===== src/hdl/b24kc_pkg.sv =====
// Shared types, constants and lookup functions for the base-24 key codec.
package b24kc_pkg;

  localparam int KEY_DIGITS = 25;
  localparam int RADIX      = 24;
  localparam int CNT_W      = 5;
  localparam int LIMB_W     = 32;
  localparam int NUM_LIMBS  = 4;
  localparam int LIMB_IDX_W = 2;
  localparam int REM_W      = 5;
  localparam int XS_W       = 34;          // (rem:limb) >> 3
  localparam int RCP_SHIFT  = 35;

  localparam logic [CNT_W-1:0] LAST_POS   = CNT_W'(KEY_DIGITS - 1);
  localparam logic [CNT_W-1:0] DIGITS_MAX = CNT_W'(KEY_DIGITS);
  localparam logic [LIMB_IDX_W-1:0] LAST_LIMB = LIMB_IDX_W'(NUM_LIMBS - 1);

  // ceil(2^35 / 3): exact quotient by 3 for any 34-bit dividend below 3*2^32
  localparam logic [XS_W-1:0] DIV3_RCP = 34'h2_AAAA_AAAB;

  localparam logic [7:0] ALPHABET [RADIX] = '{
    "B", "C", "D", "F", "G", "H", "J", "K", "M", "P", "Q", "R",
    "T", "V", "W", "X", "Y", "2", "3", "4", "6", "7", "8", "9"
  };

  localparam logic KIND_DECODE = 1'b0;
  localparam logic KIND_ENCODE = 1'b1;

  typedef struct packed {
    logic        action;
    logic [7:0]  key_char;
    logic        char_is_last;
    logic [63:0] value_low;
    logic [63:0] value_high;
  } in_t;

  typedef struct packed {
    logic        result_kind;
    logic [63:0] decoded_low;
    logic [63:0] decoded_high;
    logic [7:0]  out_char;
    logic [4:0]  char_position;
    logic        run_last;
  } out_t;

  typedef enum logic [1:0] {
    ST_IDLE,
    ST_PAD,
    ST_ENC
  } state_t;

  typedef struct packed {
    logic             char_step;   // take one key character
    logic             pad_step;    // scale by 24 for a missing digit
    logic             emit_dec;    // show decoded value, clear decoder
    logic             enc_load;    // load value to encode
    logic             enc_step;    // divide one limb by 24
    logic             enc_first;   // first limb of a digit: remainder starts at 0
    logic             emit_enc;    // show one key character
    logic [CNT_W-1:0] pos;
  } cmd_t;

  typedef struct packed {
    logic digits_full;
  } status_t;

  typedef struct packed {
    logic             hit;
    logic [REM_W-1:0] idx;
  } digit_t;

  function automatic digit_t digit_of(input logic [7:0] ch);
    digit_t d;
    d = '0;
    for (int j = 0; j < RADIX; j++) begin
      if (ALPHABET[j] == ch) begin
        d.hit = 1'b1;
        d.idx = REM_W'(j);
      end
    end
    return d;
  endfunction

  function automatic logic [7:0] char_of(input logic [REM_W-1:0] idx);
    logic [7:0] c;
    c = '0;
    for (int j = 0; j < RADIX; j++) begin
      if (idx == REM_W'(j)) c = ALPHABET[j];
    end
    return c;
  endfunction

endpackage


===== src/hdl/b24kc_ctrl.sv =====
// Controller: sequences character intake, zero padding and limb-wise encoding.
module b24kc_ctrl import b24kc_pkg::*; (
  input  logic    clk,
  input  logic    rst,
  input  logic    start,
  input  logic    action,
  input  logic    char_is_last,
  input  status_t status,
  output logic    busy,
  output cmd_t    cmd
);

  state_t                state, state_next;
  logic [LIMB_IDX_W-1:0] limb, limb_next;
  logic [CNT_W-1:0]      pos, pos_next;

  always_ff @(posedge clk) begin
    if (rst) begin
      state <= ST_IDLE;
      limb  <= '0;
      pos   <= '0;
    end else begin
      state <= state_next;
      limb  <= limb_next;
      pos   <= pos_next;
    end
  end

  always_comb begin
    state_next = state;
    limb_next  = limb;
    pos_next   = pos;
    case (state)
      ST_IDLE: begin
        if (start) begin
          if (action) begin
            state_next = ST_ENC;
            limb_next  = '0;
            pos_next   = LAST_POS;
          end else if (char_is_last) begin
            state_next = ST_PAD;
          end
        end
      end
      ST_PAD: begin
        if (status.digits_full) state_next = ST_IDLE;
      end
      ST_ENC: begin
        limb_next = limb + 1'b1;
        if (limb == LAST_LIMB) begin
          if (pos == '0) state_next = ST_IDLE;
          else           pos_next   = pos - 1'b1;
        end
      end
      default: state_next = ST_IDLE;
    endcase
  end

  always_comb begin
    cmd     = '0;
    cmd.pos = pos;
    busy    = 1'b1;
    case (state)
      ST_IDLE: begin
        busy          = 1'b0;
        cmd.char_step = start && !action;
        cmd.enc_load  = start && action;
      end
      ST_PAD: begin
        cmd.pad_step = !status.digits_full;
        cmd.emit_dec = status.digits_full;
      end
      ST_ENC: begin
        cmd.enc_step  = 1'b1;
        cmd.enc_first = (limb == '0);
        cmd.emit_enc  = (limb == LAST_LIMB);
      end
      default: busy = 1'b1;
    endcase
  end

endmodule


===== config.mk =====
export PLATFORM = sky130hd
export DESIGN_NAME = b24kc_ctrl
export DESIGN_NICKNAME = d
export VERILOG_FILES = /design/src/hdl/b24kc_pkg.sv /design/src/hdl/b24kc_ctrl.sv
export SDC_FILE = /design/constraint.sdc
export NUM_CORES = 1
export LEC_CHECK = 0
export CORE_AREA = 4 4 41 43
export DETAILED_ROUTE_END_ITERATION = 8
export DIE_AREA = 0 0 45 47
export DONT_BUFFER_PORTS = 1
export GPL_TIMING_DRIVEN = 0
export SYNTH_ARGS = -nofsm -noshare
export SYNTH_HDL_FRONTEND = slang
export SYNTH_SLANG_ARGS = --single-unit

===== constraint.sdc =====
create_clock -name clk -period 3.82 [get_ports clk]
set_clock_uncertainty 0.05 [all_clocks]
set_input_delay 0.764 -clock clk [delete_from_list [all_inputs] [get_ports clk]]
set_output_delay 0.764 -clock clk [all_outputs]
set_load 0.01 [all_outputs]

==> flow_summary.json <==
{
  "cp.arrival_ns": 1.24,
  "worst-setup-path-type": "reg2out",
  "overflow": 0,
  "antenna_found_initial": 0,
  "wl_per_cell_um": 13.1,
  "drc": 0,
  "cpPeakStageDelay_ns": 0.46,
  "grt_pass1_wl_um": 1930,
  "die-area_um2": 2120,
  "cts_max_path_buffers": 2,
  "rows": 13,
  "hp-start": "limb[1]$_SDFFE_PP0P_",
  "multi_input_area_um2": 325,
  "path_cells": "nand2b_2, inv_1, and2_1",
  "seqPwrFrac": 0.505,
  "worstSkewPairLatency_ns": 0.27,
  "hold_depth": 2,
  "cts_num_sinks": 9,
  "hold_class": "reg2reg",
  "worst_slew_pin_slew_ns": 0.476,
  "portBuffers": 0,
  "dr.pass1.iters": 4,
  "drv_cap": 0,
  "r2r-start": "pos[0]$_SDFFE_PP0P_",
  "numCtsBuffers": 3,
  "synth_cell_types": 26,
  "yosys_warnings": 0,
  "p_leak_nw": 0.253,
  "routed_wirelength_um": 1080,
  "io_pins": 19,
  "p_per_area_nw_per_um2": 353,
  "dp_hpwl_um": 824,
  "gp_congestion": 0.733,
  "syn_inst": 64,
  "syn_avg_cell_area_um2": 8.48,
  "worstReg2RegEnd": "pos[0]$_SDFFE_PP0P_",
  "ant_nets": 0,
  "core_um2": 1300,
  "n_fill_cell": 141,
  "vdd_drop_max_mv": 0.150,
  "die_y_um": 47,
  "period_needed_ns": 2.05,
  "swShare": 0.272,
  "maxSlewHeadroom": 0.682,
  "hold_end": "limb[1]$_SDFFE_PP0P_",
  "first_global_vias": 439,
  "final-setup-viol-count": 0,
  "fmax_mhz": 487,
  "yosysSeqAreaShare": 0.332,
  "combPwrFrac": 0.139,
  "num_antenna_cells": 0,
  "holdBufCountCts": 0,
  "num_vias": 463,
  "via_per_inst": 5.58,
  "power.switching_mw": 0.0565,
  "start_util": 0.417,
  "ys_seq_elements": 9,
  "critPathSlowestCell": "dfxtp_1",
  "cp_max_fo": 9,
  "cts_tree": "yes",
  "cts_resized": 0,
  "syn2layout_area_growth_pct": 8.29,
  "internal-power_mw": 0.151,
  "tns_ns": 0,
  "worstSetupEndpointType": "output pin",
  "synth_nets": 73,
  "reg2reg_depth": 5,
  "fin_util": 0.452,
  "crit_required_ns": 3.01,
  "seqCellArea_um2": 180,
  "slew_violations": 0,
  "netlist_area_um2": 543,
  "outcome": "completed",
  "fin_crit_sh": 0.538,
  "hold_violations": 0,
  "grt_max_degree": 11,
  "clkTransAtPathRegs_ns": 0.06,
  "cts_max_level": 1,
  "track_usage": 0.129,
  "die_w_um": 45,
  "root_buffer": "clkbuf_4",
  "rsz0062_at_grt": "no",
  "startpoint_type": "flop",
  "nets": 78,
  "layout-drive-gt1-share": 0.162,
  "first_iter_violations": 2,
  "r2r_slack_ns": 2.07,
  "cts_setup_buffers": 0,
  "clock_power_share": 0.356
}
==> cell type report <==
class	instances	area share
multi-input combinational	45	0.553
tap	15	0.0319
buffer	1	0.00638
clock buffer	4	0.0447
sequential	9	0.306
inverter	9	0.0574
==> cell usage after synthesis <==
master / instances / area, um2
mux2_4: 2 / 30.0
or2_2: 1 / 6.26
and3b_1: 2 / 17.5
ha_1: 3 / 37.5
nor4_1: 1 / 6.26
o21ai_0: 1 / 5.00
nand3b_1: 1 / 7.51
o32ai_1: 1 / 8.76
nor3b_1: 2 / 15.0
nand3_1: 4 / 20.0
or4b_4: 1 / 13.8
and2_1: 2 / 12.5
or3b_2: 1 / 8.76
a211oi_1: 1 / 7.51
inv_1: 9 / 33.8
nand2_4: 1 / 11.3
dfxtp_1: 9 / 180
a21oi_1: 5 / 25.0
clkbuf_1: 1 / 3.75
nand2b_2: 1 / 8.76
nand2_1: 2 / 7.51
nor3_1: 7 / 35.0
a311oi_1: 1 / 8.76
and4_2: 1 / 10.0
nor2_1: 3 / 11.3
nand4bb_1: 1 / 11.3
==> cell usage in the layout (no fill, tap or decap), drive strengths merged, types with 2 or more instances in the layout <==
master  instances
inv             9
dfxtp           9
nor3            7
a21oi           5
clkbuf          5
nand3           4
nor2            3
ha              3
nand2           3
and3b           2
nor3b           2
and2            2
mux2            2
==> how the worst max path moves through the flow <==
stage	endpoint	cells past startpoint	from
final	cmd[6]	3	state[1]$_SDFFE_PP0P_
after CTS	cmd[6]	3	state[0]$_SDFFE_PP0P_
after floorplan	cmd[10]	1	status
after global routing	cmd[6]	3	state[1]$_SDFFE_PP0P_
after global placement	cmd[8]	2	start
after detailed placement	cmd[8]	2	start
==> power groups by stage <==
| stage | Clock (mW) | Sequential, mW | Combinational, mW |
|---|---|---|---|
| CTS | 0.0787 | 0.105 | 0.0293 |
| floorplan | 0 | 0.105 | 0.0256 |
| global placement | 0 | 0.107 | 0.0291 |
| finish | 0.0739 | 0.105 | 0.0289 |
| detailed placement | 0 | 0.107 | 0.0292 |
| global route | 0.0839 | 0.106 | 0.0340 |
==> worst max-delay path, delay by kind of cell, from the launching register on <==
family,cells,cell delay [ns]
flops,1,0.46
simple gates,2,0.33
buf+inv,1,0.19
==> per-layer routing <==
layer,part of all wire,global-route usage
met1,0.45,0.146
met4,0.012,0.0702
met5,0,0
met3,0.12,0.0881
met2,0.42,0.181
==> sequential cells by signal (all words and copies together) (netlist names) <==
signal,cells
limb,2
pos,5
state,2
==> cell families after synthesis <==
group	count (synthesis)	synth area share
buf+inv	10	0.0691
simple gates	31	0.373
flops	9	0.332
fa+ha+maj	3	0.0691
mux	2	0.0553
compound gates	9	0.101
==> metrics by stage <==
stage	power, mW	hold slack (ns)	cells	area, um2	worst slack [ns]
after detailed placement	0.136	0.432	79	562	1.83
after CTS	0.213	0.443	83	588	1.74
final	0.208	0.438	83	588	1.77
after global routing	0.224	0.489	83	588	1.64
after global placement	0.136	0.427	79	562	1.80
after floorplan	0.131	0.411	64	543	1.88
Note: power is estimated with default switching activity, not from simulation.
